File: config.mk
export PLATFORM = sky130hd
export DESIGN_NAME = pwm_timer_four_channel_top
export DESIGN_NICKNAME = d
export VERILOG_FILES = /design/src/hdl/pwmt_pkg.sv /design/src/hdl/pwmt_duty_calc.sv /design/src/hdl/pwmt_core.sv /design/src/hdl/pwm_timer_four_channel_top.sv
export SDC_FILE = /design/constraint.sdc
export NUM_CORES = 1
export LEC_CHECK = 0
export BUFFER_PORTS_ARGS = -buffer_cell sky130_fd_sc_hd__clkbuf_2
export CAP_MARGIN = 10
export CORE_MARGIN = 2
export CORE_UTILIZATION = 50
export DETAILED_ROUTE_END_ITERATION = 10
export PLACE_DENSITY = 0.76
export REMOVE_ABC_BUFFERS = 1
export SYNTH_ARGS = -nofsm -noshare
export SYNTH_HDL_FRONTEND = slang
export SYNTH_SLANG_ARGS = --single-unit
File: constraint.sdc
create_clock -name i_clk -period 19.32 [get_ports i_clk]
set_clock_uncertainty 0.05 [all_clocks]
set_input_delay 3.864 -clock i_clk [delete_from_list [all_inputs] [get_ports i_clk]]
set_output_delay 3.864 -clock i_clk [all_outputs]
set_load 0.05 [all_outputs]
File: src/hdl/pwmt_pkg.sv
package pwmt_pkg;

    localparam int NumChannels = 4;
    localparam int CountWidth  = 16;
    localparam int DutyWidth   = 7;
    localparam int ActWidth    = 2;
    localparam int ChWidth     = 2;
    localparam int CfgIdxWidth = 3;
    localparam int CfgWidth    = 16;

    // action codes
    localparam logic [ActWidth-1:0] ACT_TICK  = 2'd0;
    localparam logic [ActWidth-1:0] ACT_DUTY  = 2'd1;
    localparam logic [ActWidth-1:0] ACT_CLEAR = 2'd2;

    // configuration register indexes
    localparam logic [CfgIdxWidth-1:0] CFG_PRESCALE = 3'd0;
    localparam logic [CfgIdxWidth-1:0] CFG_RELOAD   = 3'd1;
    localparam logic [CfgIdxWidth-1:0] CFG_CH_EN    = 3'd2;
    localparam logic [CfgIdxWidth-1:0] CFG_CNT_EN   = 3'd3;
    localparam logic [CfgIdxWidth-1:0] CFG_IRQ_EN   = 3'd4;

    localparam logic [DutyWidth-1:0] DutyFull = 7'd100;

    // duty * reload fits in 23 bits; x / 100 == (x * 10737419) >> 30 exact for x < 2^30/76
    localparam int ProdWidth  = CountWidth + DutyWidth;
    localparam int RecipWidth = 24;
    localparam int RecipShift = 30;
    localparam logic [RecipWidth-1:0] DutyRecip = 24'd10737419;

    typedef struct packed {
        logic [CountWidth-1:0]  prescale;
        logic [CountWidth-1:0]  reload;
        logic [NumChannels-1:0] ch_en;
        logic                   cnt_en;
        logic                   irq_en;
    } t_cfg;

    typedef struct packed {
        logic [ActWidth-1:0]   action;
        logic [ChWidth-1:0]    channel;
        logic [CountWidth-1:0] compare;
    } t_cmd;

endpackage

File: src/hdl/pwmt_duty_calc.sv
module pwmt_duty_calc (
    input  logic                              i_clk,
    input  logic                              i_rst_n,
    input  pwmt_pkg::t_cfg                    i_cfg,
    input  logic                              i_valid,
    output logic                              o_ready,
    input  logic [pwmt_pkg::ActWidth-1:0]     i_action,
    input  logic [pwmt_pkg::ChWidth-1:0]      i_channel,
    input  logic [pwmt_pkg::DutyWidth-1:0]    i_duty_percent,
    output logic                              o_valid,
    input  logic                              i_ready,
    output pwmt_pkg::t_cmd                    o_cmd
);

    localparam int FullWidth = pwmt_pkg::ProdWidth + pwmt_pkg::RecipWidth;

    // stage 1: captured request
    logic                              r_s1_vld;
    logic [pwmt_pkg::ActWidth-1:0]     r_s1_action;
    logic [pwmt_pkg::ChWidth-1:0]      r_s1_channel;
    logic [pwmt_pkg::DutyWidth-1:0]    r_s1_duty;
    // stage 2: duty * reload
    logic                              r_s2_vld;
    logic [pwmt_pkg::ActWidth-1:0]     r_s2_action;
    logic [pwmt_pkg::ChWidth-1:0]      r_s2_channel;
    logic [pwmt_pkg::ProdWidth-1:0]    r_s2_prod;
    // stage 3: divided by hundred
    logic                              r_s3_vld;
    pwmt_pkg::t_cmd                    r_s3_cmd;

    logic                              w_s1_ready;
    logic                              w_s2_ready;
    logic                              w_s3_ready;
    logic [pwmt_pkg::DutyWidth-1:0]    w_duty;
    logic [pwmt_pkg::ProdWidth-1:0]    n_s2_prod;
    logic [FullWidth-1:0]              w_full;
    logic [pwmt_pkg::CountWidth-1:0]   n_s3_compare;

    assign w_s3_ready = !r_s3_vld || i_ready;
    assign w_s2_ready = !r_s2_vld || w_s3_ready;
    assign w_s1_ready = !r_s1_vld || w_s2_ready;
    assign o_ready    = w_s1_ready;

    assign w_duty    = (r_s1_duty > pwmt_pkg::DutyFull) ? pwmt_pkg::DutyFull : r_s1_duty;
    assign n_s2_prod = pwmt_pkg::ProdWidth'(w_duty) * pwmt_pkg::ProdWidth'(i_cfg.reload);

    assign w_full = {{pwmt_pkg::RecipWidth{1'b0}}, r_s2_prod}
                  * {{pwmt_pkg::ProdWidth{1'b0}}, pwmt_pkg::DutyRecip};
    assign n_s3_compare = w_full[pwmt_pkg::RecipShift +: pwmt_pkg::CountWidth];

    always_ff @(posedge i_clk) begin
        if (!i_rst_n) begin
            r_s1_vld <= 1'b0;
            r_s2_vld <= 1'b0;
            r_s3_vld <= 1'b0;
        end else begin
            if (w_s1_ready) begin
                r_s1_vld <= i_valid;
            end
            if (w_s2_ready) begin
                r_s2_vld <= r_s1_vld;
            end
            if (w_s3_ready) begin
                r_s3_vld <= r_s2_vld;
            end
        end
    end

    always_ff @(posedge i_clk) begin
        if (w_s1_ready && i_valid) begin
            r_s1_action  <= i_action;
            r_s1_channel <= i_channel;
            r_s1_duty    <= i_duty_percent;
        end
        if (w_s2_ready && r_s1_vld) begin
            r_s2_action  <= r_s1_action;
            r_s2_channel <= r_s1_channel;
            r_s2_prod    <= n_s2_prod;
        end
        if (w_s3_ready && r_s2_vld) begin
            r_s3_cmd.action  <= r_s2_action;
            r_s3_cmd.channel <= r_s2_channel;
            r_s3_cmd.compare <= n_s3_compare;
        end
    end

    assign o_valid = r_s3_vld;
    assign o_cmd   = r_s3_cmd;

endmodule

File: src/hdl/pwmt_core.sv
module pwmt_core (
    input  logic                                i_clk,
    input  logic                                i_rst_n,
    input  pwmt_pkg::t_cfg                      i_cfg,
    input  logic                                i_valid,
    output logic                                o_ready,
    input  pwmt_pkg::t_cmd                      i_cmd,
    output logic                                o_valid,
    input  logic                                i_ready,
    output logic [pwmt_pkg::NumChannels-1:0]    o_pwm_level,
    output logic [pwmt_pkg::CountWidth-1:0]     o_counter_value,
    output logic                                o_update_flag,
    output logic                                o_interrupt_request
);

    logic [pwmt_pkg::CountWidth-1:0]  r_pre_cnt;
    logic [pwmt_pkg::CountWidth-1:0]  r_main_cnt;
    logic [pwmt_pkg::CountWidth-1:0]  r_cmp [pwmt_pkg::NumChannels];
    logic                             r_flag;
    logic [pwmt_pkg::CountWidth-1:0]  n_pre_cnt;
    logic [pwmt_pkg::CountWidth-1:0]  n_main_cnt;
    logic [pwmt_pkg::CountWidth-1:0]  n_cmp [pwmt_pkg::NumChannels];
    logic                             n_flag;

    // state already holds the effect of the request in this slot
    logic                             r_tok_vld;
    logic                             r_out_vld;
    logic [pwmt_pkg::NumChannels-1:0] r_out_level;
    logic [pwmt_pkg::CountWidth-1:0]  r_out_count;
    logic                             r_out_flag;
    logic                             r_out_irq;

    logic                             w_out_ready;
    logic                             w_tok_ready;
    logic                             w_accept;
    logic [pwmt_pkg::NumChannels-1:0] w_level;

    assign w_out_ready = !r_out_vld || i_ready;
    assign w_tok_ready = !r_tok_vld || w_out_ready;
    assign o_ready     = w_tok_ready;
    assign w_accept    = i_valid && w_tok_ready;

    always_comb begin
        n_pre_cnt  = r_pre_cnt;
        n_main_cnt = r_main_cnt;
        n_cmp      = r_cmp;
        n_flag     = r_flag;
        if (w_accept) begin
            case (i_cmd.action)
                pwmt_pkg::ACT_TICK: begin
                    if (i_cfg.cnt_en) begin
                        if (r_pre_cnt >= i_cfg.prescale) begin
                            n_pre_cnt = '0;
                            // a counter above a lowered reload wraps too
                            if (r_main_cnt >= i_cfg.reload) begin
                                n_main_cnt = '0;
                                n_flag     = 1'b1;
                            end else begin
                                n_main_cnt = r_main_cnt + 1'b1;
                            end
                        end else begin
                            n_pre_cnt = r_pre_cnt + 1'b1;
                        end
                    end
                end
                pwmt_pkg::ACT_DUTY: begin
                    n_cmp[i_cmd.channel] = i_cmd.compare;
                end
                pwmt_pkg::ACT_CLEAR: begin
                    n_flag = 1'b0;
                end
                default: begin
                end
            endcase
        end
    end

    always_comb begin
        for (int c = 0; c < pwmt_pkg::NumChannels; c++) begin
            w_level[c] = i_cfg.ch_en[c] && (r_main_cnt < r_cmp[c]);
        end
    end

    always_ff @(posedge i_clk) begin
        if (!i_rst_n) begin
            r_pre_cnt  <= '0;
            r_main_cnt <= '0;
            r_flag     <= 1'b0;
            r_tok_vld  <= 1'b0;
            r_out_vld  <= 1'b0;
            for (int c = 0; c < pwmt_pkg::NumChannels; c++) begin
                r_cmp[c] <= '0;
            end
        end else begin
            r_pre_cnt  <= n_pre_cnt;
            r_main_cnt <= n_main_cnt;
            r_flag     <= n_flag;
            r_cmp      <= n_cmp;
            if (w_tok_ready) begin
                r_tok_vld <= i_valid;
            end
            if (w_out_ready) begin
                r_out_vld <= r_tok_vld;
            end
        end
    end

    always_ff @(posedge i_clk) begin
        if (w_out_ready && r_tok_vld) begin
            r_out_level <= w_level;
            r_out_count <= r_main_cnt;
            r_out_flag  <= r_flag;
            r_out_irq   <= r_flag && i_cfg.irq_en;
        end
    end

    assign o_valid             = r_out_vld;
    assign o_pwm_level         = r_out_level;
    assign o_counter_value     = r_out_count;
    assign o_update_flag       = r_out_flag;
    assign o_interrupt_request = r_out_irq;

endmodule

File: src/hdl/pwm_timer_four_channel_top.sv
// channel   direction  handshake             payload
// request   in         i_valid / o_ready     i_action, i_channel, i_duty_percent
// status    out        o_valid / i_ready     o_pwm_level, o_counter_value,
//                                            o_update_flag, o_interrupt_request
// config    in         i_cfg_we              i_cfg_idx, i_cfg_data
//
// one request per cycle sustained while the status output is not stalled; a request passes
// the capture register, the duty multiply, the divide-by-hundred multiply, the state update
// and the status register before status is valid.
// reset (i_rst_n low, synchronous) clears counters, compares, flag and all stage valids.
// a stalled status output backs up the stages one by one; requests keep flowing into
// empty stages until the pipe is full.
module pwm_timer_four_channel_top (
    input  logic                                  i_clk,
    input  logic                                  i_rst_n,
    input  logic                                  i_cfg_we,
    input  logic [pwmt_pkg::CfgIdxWidth-1:0]      i_cfg_idx,
    input  logic [pwmt_pkg::CfgWidth-1:0]         i_cfg_data,
    input  logic                                  i_valid,
    output logic                                  o_ready,
    input  logic [pwmt_pkg::ActWidth-1:0]         i_action,
    input  logic [pwmt_pkg::ChWidth-1:0]          i_channel,
    input  logic [pwmt_pkg::DutyWidth-1:0]        i_duty_percent,
    output logic                                  o_valid,
    input  logic                                  i_ready,
    output logic [pwmt_pkg::NumChannels-1:0]      o_pwm_level,
    output logic [pwmt_pkg::CountWidth-1:0]       o_counter_value,
    output logic                                  o_update_flag,
    output logic                                  o_interrupt_request
);

    pwmt_pkg::t_cfg r_cfg;
    pwmt_pkg::t_cmd w_cmd;
    logic           w_cmd_vld;
    logic           w_cmd_rdy;

    always_ff @(posedge i_clk) begin
        if (!i_rst_n) begin
            r_cfg.prescale <= '0;
            r_cfg.reload   <= '1;
            r_cfg.ch_en    <= '0;
            r_cfg.cnt_en   <= 1'b0;
            r_cfg.irq_en   <= 1'b0;
        end else if (i_cfg_we) begin
            case (i_cfg_idx)
                pwmt_pkg::CFG_PRESCALE: r_cfg.prescale <= i_cfg_data;
                pwmt_pkg::CFG_RELOAD:   r_cfg.reload   <= i_cfg_data;
                pwmt_pkg::CFG_CH_EN:    r_cfg.ch_en    <= i_cfg_data[pwmt_pkg::NumChannels-1:0];
                pwmt_pkg::CFG_CNT_EN:   r_cfg.cnt_en   <= i_cfg_data[0];
                pwmt_pkg::CFG_IRQ_EN:   r_cfg.irq_en   <= i_cfg_data[0];
                default: begin
                end
            endcase
        end
    end

    pwmt_duty_calc u_duty_calc (
        .i_clk          (i_clk),
        .i_rst_n        (i_rst_n),
        .i_cfg          (r_cfg),
        .i_valid        (i_valid),
        .o_ready        (o_ready),
        .i_action       (i_action),
        .i_channel      (i_channel),
        .i_duty_percent (i_duty_percent),
        .o_valid        (w_cmd_vld),
        .i_ready        (w_cmd_rdy),
        .o_cmd          (w_cmd)
    );

    pwmt_core u_core (
        .i_clk               (i_clk),
        .i_rst_n             (i_rst_n),
        .i_cfg               (r_cfg),
        .i_valid             (w_cmd_vld),
        .o_ready             (w_cmd_rdy),
        .i_cmd               (w_cmd),
        .o_valid             (o_valid),
        .i_ready             (i_ready),
        .o_pwm_level         (o_pwm_level),
        .o_counter_value     (o_counter_value),
        .o_update_flag       (o_update_flag),
        .o_interrupt_request (o_interrupt_request)
    );

endmodule
==> key figures, run 1 <==
Status
  – Status: finished, final reports clean

Job
  – Max cap viols: 0

Routing
  – Drt drc: 0
  – Routed WL: 52.1 mm
  – Routed via count: 15.8k
  – Drt first pass iters: 5
  – 1st-iter DRT viols: 697
  – Final ANT Viol Nets: 0
  – Avg WL per Cell: 17.7 um
  – DR vias/cell: 5.35

Die
  – Die Height: 218 um
  – Initial core utilization: 50.4%
  – Die outline width: 218 um
  – IO Pins: 59
  – Core footprint: 45200 um2
  – Full die area: 47300 um2
  – Row count: 78

Synth
  – Seq cells post-synth: 220
  – Mapped Cells: 2280
  – Synthesized area: 22800 um2
  – Async SR Flop Fraction: 0%
  – Synth Area per Inst: 10.0 um2
  – Synth unique cells: 63
  – Register area share after synthesis: 22.8%
  – Synth warnings: 0
  – Primary FF master, synth: dfxtp_1
  – Number of flops mapped to enable cells by yosys: 80

Timing
  – Hold Vio Cnt, Final: 0
  – Hold slack final: 371 ps
  – Slew HR: 21.5%
  – Fin crit period: 8840 ps
  – RSZ-0062 raised after global routing: false
  – Endpoints failing setup: 0
  – Slew Viols, Final: 0
  – Slew @ Worst Pin: 1170 ps
  – Total negative slack: 0 ps
  – Final worst-path cycle share: 45.8%
  – Achievable Freq: 113 MHz

Worst setup path
  – Crit path max fanout: 6
  – Worst setup SP type: input pin
  – Critical-path cell list: clkbuf_2 -> and3b_1 -> and2_0 -> nand3_1 -> clkbuf_2
  – CP endpoint kind: primary output
  – Slowest-stage cell, CP: and2_0
  – Reg2reg setup slack: 12100 ps
  – CP Class: in -> out
  – CP dominant cell by count: clkbuf_2
  – Critical path's top delay family: simple AND/OR/NAND/NOR gates
  – Slowest stage delay, CP: 320 ps
  – Crit path buffers/inverters: 2
  – WP data arrival: 4930 ps
  – Worst Path Required: 15410 ps

Hold path
  – Hold WC Path Type: reg -> reg

Clock tree
  – H-tree depth: 1
  – Cts hold-fix bufs: 0
  – Total setup buffers inserted after CTS: 0
  – Root Driver: clkbuf_16
  – CTS clk-pin slew, worst paths: 60 ps
  – CTS tree: done
  – Worst-case clock buffer depth: 3
  – # resized after CTS: 0
  – Total CTS buffers: 24
  – Clock sink count: 220
  – Clk Latency, worst-skew pair: 550 ps

Global route
  – Total grt overflow: 0
  – Vias in the first global route: 16.7k
  – Pin count of the biggest net entering global routing: 76
  – First-pass GRT wire length: 85.5 mm
  – Total GRT Usage: 22.7%
  – Initial antenna violation count: 0

Layout
  – P&R area growth vs syn: 7.73%
  – Layout cells sized above 1: 5.67%
  – Fin nets: 3001
  – Leading cell type in the layout, fill and taps excluded: inv_1
  – ANT cells: 0
  – Final design utilization: 54.3%
  – Most frequent cells in the layout: inv_1, ha_1, fa_1, nand2_1, dfxtp_1

Placed design
  – Number of port buffers: 58
  – Routability cong.: 0.932
  – Detailed-placement wirelength estimate: 42.0 mm
## through the flow
step | instances | cell area [um2] | setup WS, ps
after detailed placement | 2901 | 23700 | 10480
after global placement | 2901 | 23700 | 10470
after CTS | 2945 | 24500 | 10470
final | 2946 | 24600 | 10480
after global routing | 2946 | 24600 | 10360
after floorplan | 2234 | 22600 | 10620
## worst reg2reg max path: stages, from the launching register on
cell and delay (ps):
edfxtp_1 680, nand2_1 720, a21oi_1 160, nor2b_1 930, and2_1 270, fa_1 430, fa_1 490, fa_1 560
inv_1 60, fa_1 570, inv_1 60, ha_1 230, or3_1 410, o21a_1 250, a211oi_1 290, o2111ai_1 220
a31o_2 280, a21oi_1 160, xnor2_1 210
## kinds of logic after synthesis
family                   count (synthesis)  synth area share [%]
AND/OR/NAND/NOR                        500                  11.5
flip-flops                             220                  22.8
buffers and inverters                  535                  8.84
XOR/XNOR                                57                  2.19
AO/OA/AOI/OAI                          259                  7.86
multiplexers                            71                  3.12
adder cells (fa/ha/maj)                638                  43.7
## routing by layer
metal  vias up  routed length, um  track usage [%]
met5         -                  0                0
met4         0               1090             4.95
met3        76               2370             2.40
met2       357              25300             38.8
met1      7840              23400             31.2
li1       7488                  -                -
## worst paths after layout
kind,depth (start not counted),startpoint,end
worst min register to register,0,u_duty_calc.r_s2_channel[1],u_duty_calc.o_cmd[17]
worst max register to register,18,u_duty_calc.r_s1_duty[5],u_duty_calc.r_s2_prod[22]
worst min-delay path,0,u_duty_calc.r_s2_channel[1],u_duty_calc.o_cmd[17]
worst max-delay path,5,i_ready,o_ready
## layout make-up
class	instances	area, um2
clock buffer	26	608
clock inverter	18	184
fill	3866	20600
inverter	489	1840
multi-input combinational	1525	15600
sequential	220	5200
tap	600	751
timing repair buffer	68	375
## cell usage after synthesis, types with 50 or more instances
library cell  instances  area share, %
inv_1               489            8.1
ha_1                375             21
fa_1                263             23
nand2_1             147            2.4
dfxtp_1             140             12
nor2b_1              92            2.5
edfxtp_1             80             11
mux2i_1              71            3.1
a21o_1               62            2.0
nor2_1               57           0.94
a21oi_1              54            1.2
and2_1               50            1.4
## state kept, by name (all words and copies together), names as in the netlist, 2 cells and up
name                      cells
u_core.r_cmp                 64
r_cfg                        38
u_duty_calc.r_s2_prod        23
u_duty_calc.o_cmd            20
u_core.o_counter_value       16
u_core.r_main_cnt            16
u_core.r_pre_cnt             16
u_duty_calc.r_s1_duty         7
u_core.o_pwm_level            4
u_duty_calc.r_s1_action       2
u_duty_calc.r_s1_channel      2
u_duty_calc.r_s2_action       2
u_duty_calc.r_s2_channel      2
Power of run 1 is not shown: default switching activity piles up to over one toggle a cycle in this logic, so the estimate is an artifact.
==> run 2: changes to the inputs <==
PLACE_DENSITY = 0.79   (was 0.76)
clock period = 8 ns   (was 19.32 ns; I/O delays follow)
==> run 2 against run 1 <==
Against the previous run:
- final area hardly changed
- sequential cell count did not move
- critical path depth increased by 18
- core utilization about the same
- sequential share of layout area about the same
- final cell count increased by 0.17%
- first-iteration DRC count rose by 27%
- via count rose by 0.83%
- register-to-register slack worse by 11000 ps
- clock-buffer cell count rose by 11
- critical endpoint is now u_duty_calc.o_cmd[13]
- highest routed layer unchanged
==> key figures, run 2 (synthesis results as in run 1) <==
Status
  – Status: finished, final reports clean

Timing
  – Final worst-path cycle share: 87.5%
  – Slew @ Worst Pin: 1230 ps (+52.3 ps)
  – RSZ-0062 raised after global routing: false
  – Achievable Freq: 143 MHz
  – Slew HR: 18.1% (-3.4 points)
  – Hold Vio Cnt, Final: 0 (unchanged)
  – Total negative slack: 0 ps (unchanged)
  – Hold slack final: 377 ps (+5.19 ps)
  – Slew Viols, Final: 0 (unchanged)
  – Endpoints failing setup: 0 (unchanged)
  – Fin crit period: 7000 ps

Die
  – Die outline width: 218 um (unchanged)
  – Initial core utilization: 50.4% (unchanged)
  – IO Pins: 59 (unchanged)
  – Die Height: 218 um (unchanged)
  – Core footprint: 45200 um2 (unchanged)
  – Row count: 78 (unchanged)
  – Full die area: 47300 um2 (unchanged)

Global route
  – First-pass GRT wire length: 88.2 mm (+3.2%)
  – Pin count of the biggest net entering global routing: 80 (+5.3%)
  – Vias in the first global route: 16.9k (+1.2%)
  – Total grt overflow: 0 (unchanged)
  – Initial antenna violation count: 1 (+1)
  – Total GRT Usage: 23.7% (+0.97 points)

Clock tree
  – Cts hold-fix bufs: 0 (unchanged)
  – Clock sink count: 220 (unchanged)
  – Clk Latency, worst-skew pair: 550 ps (about the same)
  – Total CTS buffers: 25 (+4.2%)
  – CTS tree: done
  – CTS clk-pin slew, worst paths: 60 ps (about the same)
  – Root Driver: clkbuf_16
  – H-tree depth: 1 (unchanged)
  – # resized after CTS: 0 (unchanged)
  – Worst-case clock buffer depth: 3 (unchanged)
  – Total setup buffers inserted after CTS: 0 (unchanged)

Routing
  – Routed WL: 54.0 mm (+3.7%)
  – Avg WL per Cell: 18.3 um (+3.5%)
  – Drt drc: 0 (unchanged)
  – DR vias/cell: 5.39 (+0.66%)
  – Final ANT Viol Nets: 0 (unchanged)
  – 1st-iter DRT viols: 888 (+27%)
  – Routed via count: 15.9k (+0.83%)
  – Drt first pass iters: 5 (unchanged)

Placed design
  – Number of port buffers: 58 (unchanged)
  – Routability cong.: 0.951 (+2.0%)
  – Detailed-placement wirelength estimate: 44.5 mm (+6.0%)

Layout
  – Fin nets: 3005 (+0.13%)
  – Biggest regs: u_core.r_cmp: 64 flops, r_cfg: 38 flops, u_duty_calc.r_s2_prod: 23 flops
  – Layout cells sized above 1: 5.78% (+0.12 points)
  – Fill cells: 3821 (-1.2%)
  – Leading cell type in the layout, fill and taps excluded: inv_1
  – ANT cells: 0 (unchanged)
  – Register bank with the most flops: u_core.r_cmp
  – Max FFs per register: 64 (unchanged)
  – Most frequent cells in the layout: inv_1, ha_1, fa_1, nand2_1, dfxtp_1
  – P&R area growth vs syn: 7.77% (about the same)

Worst setup path
  – Crit path max fanout: 7 (+1)
  – CP Class: reg -> reg
  – Worst setup SP type: flop
  – WP data arrival: 7250 ps (+2320 ps)
  – Worst Path Required: 8250 ps (-7160 ps)
  – CP endpoint kind: flop

Hold path
  – Hold WC Path Type: reg -> reg

Job
  – Max cap viols: 0 (unchanged)
[run 2: layer usage]
layer,up-vias,wire [um],track usage (%)
li1,7515,-,-
met1,7906,23300,30.8
met2,372,26800,41.7
met3,99,2440,2.76
met4,0,1460,6.37
met5,-,0,0
[run 2: layout make-up]
type | instances | area, um2 | share of cell area (%)
clock buffers | 37 | 711 | 2.89
clock inverters | 9 | 80.1 | 0.326
inverters | 489 | 1840 | 7.47
multi-input cells | 1525 | 15600 | 63.5
flip-flops and latches | 220 | 5200 | 21.2
well taps | 600 | 751 | 3.06
repair buffers | 71 | 390 | 1.59
[run 2: final timing paths]
path | start | end | slack, ps | depth (start not counted)
worst max-delay path | u_duty_calc.r_s2_prod[6] | u_duty_calc.o_cmd[13] | 1000 | 23
worst min-delay path | u_duty_calc.r_s2_action[0] | u_duty_calc.o_cmd[18] | 380 | 0
worst max register to register | u_duty_calc.r_s2_prod[6] | u_duty_calc.o_cmd[13] | 1000 | 23
worst min register to register | u_duty_calc.r_s2_action[0] | u_duty_calc.o_cmd[18] | 380 | 0
[run 2: stage by stage]
stage	area [um2]	util (%)	instances	setup slack (ps)
floorplan	22600	-	2234	1580
global placement	23800	52.6	2905	1120
CTS	24600	54.4	2951	1010
global route	24600	54.4	2951	605
finish	24600	54.4	2951	1000
detailed placement	23800	52.6	2905	1040
[run 2: critical path, cell delays in order, from the launching register on]
cell and delay [ps]:
edfxtp_1 550, inv_1 150, fa_1 520, inv_1 80, fa_1 500, inv_1 50, fa_1 490, fa_1 510
inv_1 50, fa_1 470, fa_1 560, inv_1 60, fa_1 520, inv_1 50, ha_1 310, nand4_1 90
nor2_1 150, o2111ai_1 150, o31ai_2 390, a21oi_1 200, o311ai_2 430, a21oi_1 190, o21bai_2 150, xor2_1 80
Power of run 2 is left out for the same reason.
==> run 3: changes to the inputs <==
CORE_UTILIZATION = 55   (was 50)
HOLD_SLACK_MARGIN = 0.1   (was not set)
PLACE_DENSITY = 0.84   (was 0.79)
clock period = 6.07 ns   (was 8 ns; I/O delays follow)
==> run 3 against run 2 <==
Against the previous run:
- the run now ends with negative setup slack left
- register-to-register slack lost 1400 ps
- die area shrank 8.9%
- via count grew 5.3%
- final cell count grew 2.7%
- critical path depth shrank 4
- wire length grew 3.6%
- critical path type unchanged
- critical endpoint unchanged
==> key figures, run 3 (synthesis results as in run 1) <==
Worst setup path
  – Critical R2R Launch: u_duty_calc.r_s2_prod[12]
  – Worst reg2reg path depth: 19 (-17%)
  – WP data arrival: 6690 ps (-560 ps)
  – Worst Path Required: 6290 ps (-1960 ps)
  – CP endpoint kind: flop
  – CP dominant cell by count: fa_1
  – Crit path max fanout: 3 (-4)
  – Crit Reg-Reg Endpoint: u_duty_calc.o_cmd[13]
  – Slowest-stage cell, CP: fa_1
  – CP Class: reg -> reg
  – Critical path's top delay family: adder cells
  – Worst setup path start: u_duty_calc.r_s2_prod[12]
  – Reg2reg setup slack: -400 ps (-1400 ps)
  – Critical-path cell list: buf_4 -> fa_1 -> buf_4 -> inv_1 -> ha_1 -> fa_1 -> fa_1 -> fa_1 -> fa_1 -> fa_1 -> ha_1 -> nand4_1 -> a211o_1 -> o32ai_4 -> a21oi_4 -> o311ai_4 -> a21oi_2 -> o21bai_2 -> xor2_1
  – CP endpoint: u_duty_calc.o_cmd[13]
  – Slowest stage delay, CP: 590 ps (+30 ps)
  – Worst setup SP type: flop
  – WP depth: 19 (-17%)
  – Crit path buffers/inverters: 3 (-3)

Job
  – Max cap viols: 0 (unchanged)

Hold path
  – Min-Delay Startpoint: u_duty_calc.r_s2_channel[0]
  – Hold WC Path Type: reg -> reg
  – Hold depth: 0 (unchanged)

Timing
  – Slew HR: 22.4% (+4.3 points)
  – RSZ-0062 raised after global routing: true
  – Slew @ Worst Pin: 1160 ps (-67.4 ps)
  – Fin crit period: 6470 ps (-529 ps)
  – Endpoints failing setup: 15 (+15)
  – Final WS setup: -398 ps (-1400 ps)
  – Total negative slack: -3790 ps (-3790 ps)
  – Achievable Freq: 155 MHz (+8.2%)
  – Hold Vio Cnt, Final: 0 (unchanged)
  – Slew Viols, Final: 0 (unchanged)
  – Final worst-path cycle share: 107% (+19 points)

Die
  – Die Height: 208 um (-4.6%)
  – Full die area: 43100 um2 (-8.9%)
  – IO Pins: 59 (unchanged)
  – Row count: 74 (-5.1%)
  – Initial core utilization: 55.8% (+5.4 points)
  – Die outline width: 208 um (-4.6%)
  – Core footprint: 40800 um2 (-9.6%)

Clock tree
  – CTS clk-pin slew, worst paths: 60 ps (about the same)
  – Clock sink count: 220 (unchanged)
  – Total CTS buffers: 25 (unchanged)
  – Cts hold-fix bufs: 0 (unchanged)
  – Root Driver: clkbuf_16
  – H-tree depth: 1 (unchanged)
  – Worst-case clock buffer depth: 3 (unchanged)
  – CTS tree: done
  – Clk Latency, worst-skew pair: 540 ps (about the same)

Status
  – Status: finished, violations left
  – Failing checks: negative setup slack

Global route
  – Total GRT Usage: 26.6% (+2.9 points)
  – Vias in the first global route: 18.0k (+6.6%)
  – Initial antenna violation count: 0 (-1)
  – First-pass GRT wire length: 91.6 mm (+3.9%)
  – Total grt overflow: 0 (unchanged)
  – Pin count of the biggest net entering global routing: 84 (+5.0%)

Routing
  – Drt drc: 0 (unchanged)
  – Drt first pass iters: 5 (unchanged)
  – Final ANT Viol Nets: 0 (unchanged)
  – DR vias/cell: 5.52 (+2.5%)
  – 1st-iter DRT viols: 1013 (+14%)
  – Routed via count: 16.7k (+5.3%)
  – Avg WL per Cell: 18.5 um (+0.83%)
  – Routed WL: 56.0 mm (+3.6%)

Layout
  – ANT cells: 0 (unchanged)
  – Biggest regs: u_core.r_cmp: 64 flops, r_cfg: 38 flops, u_duty_calc.r_s2_prod: 23 flops
  – Register bank with the most flops: u_core.r_cmp
  – Most frequent cells in the layout: inv_1, ha_1, fa_1, buf_4, nand2_1
  – Design area: 26000 um2 (+6.0%)
  – Leading cell type in the layout, fill and taps excluded: inv_1
  – Layout cells sized above 1: 14.0% (+8.3 points)
  – Max FFs per register: 64 (unchanged)
  – P&R area growth vs syn: 14.2%
  – Fin nets: 3155 (+5.0%)

Placed design
  – DP Area: 24700 um2 (+3.8%)
  – Detailed-placement wirelength estimate: 44.9 mm (+0.86%)
  – Routability cong.: 0.950 (-0.13%)
  – Number of port buffers: 58 (unchanged)
## run 3: cell types whose count changed in the layout (fill, tap and decap cells not counted), sizes merged
| cell | before | now |
|---|---|---|
| bufinv | 1 | 4 |
| clkbuf | 94 | 85 |
| clkinvlp | 0 | 3 |
| buf | 14 | 164 |
| inv | 493 | 492 |
| clkinv | 4 | 7 |
## run 3: what timing repair did
action,CTS,global route
gates resized for setup,61,27
buffers inserted,15,6
endpoints found under the setup margin,15,17
pin swaps,80,37
## run 3: routing by layer
layer  GRT usage, %  wire (um)  up-vias
li1               -          -     7809
met1           34.0      23300     8266
met2           46.5      27600      507
met3           3.12       2940      152
met4           9.61       2200        0
met5              0          0        -
## run 3: worst reg2reg max path, delay by kind of cell, from the launching register on
family,cells,cell delay [ps]
simple gates,1,190
xor+xnor,1,80
compound gates,6,1430
flops,1,410
buf+inv,3,350
fa+ha+maj,8,3690
## run 3: area by class of cell
cell class / instances / area, um2
clock buffer: 28 / 647
clock inverter: 17 / 203
fill: 3011 / 14800
inverter: 489 / 1840
multi-input combinational: 1525 / 15900
sequential: 220 / 5200
tap: 532 / 666
timing repair buffer: 221 / 1550
## run 3: through the flow
step	cells	hold slack [ps]	worst slack, ps	util (%)
final	3032	374	-398	63.8
after global routing	3032	384	-604	63.8
after CTS	3025	375	-303	63.4
after detailed placement	2968	355	-576	60.4
after global placement	2968	356	-443	60.4
after floorplan	2234	350	-354	-
## run 3: worst min-delay path by stage
stage,slack (ps),endpoint
2_1_floorplan,350,u_duty_calc.o_cmd[16]
3_3_place_gp,360,u_duty_calc.o_cmd[19]
3_5_place_dp,360,u_duty_calc.o_cmd[16]
4_1_cts,370,u_duty_calc.o_cmd[16]
5_1_grt,380,u_duty_calc.o_cmd[16]
6_report,370,u_duty_calc.o_cmd[16]
Power of run 3 is left out for the same reason.
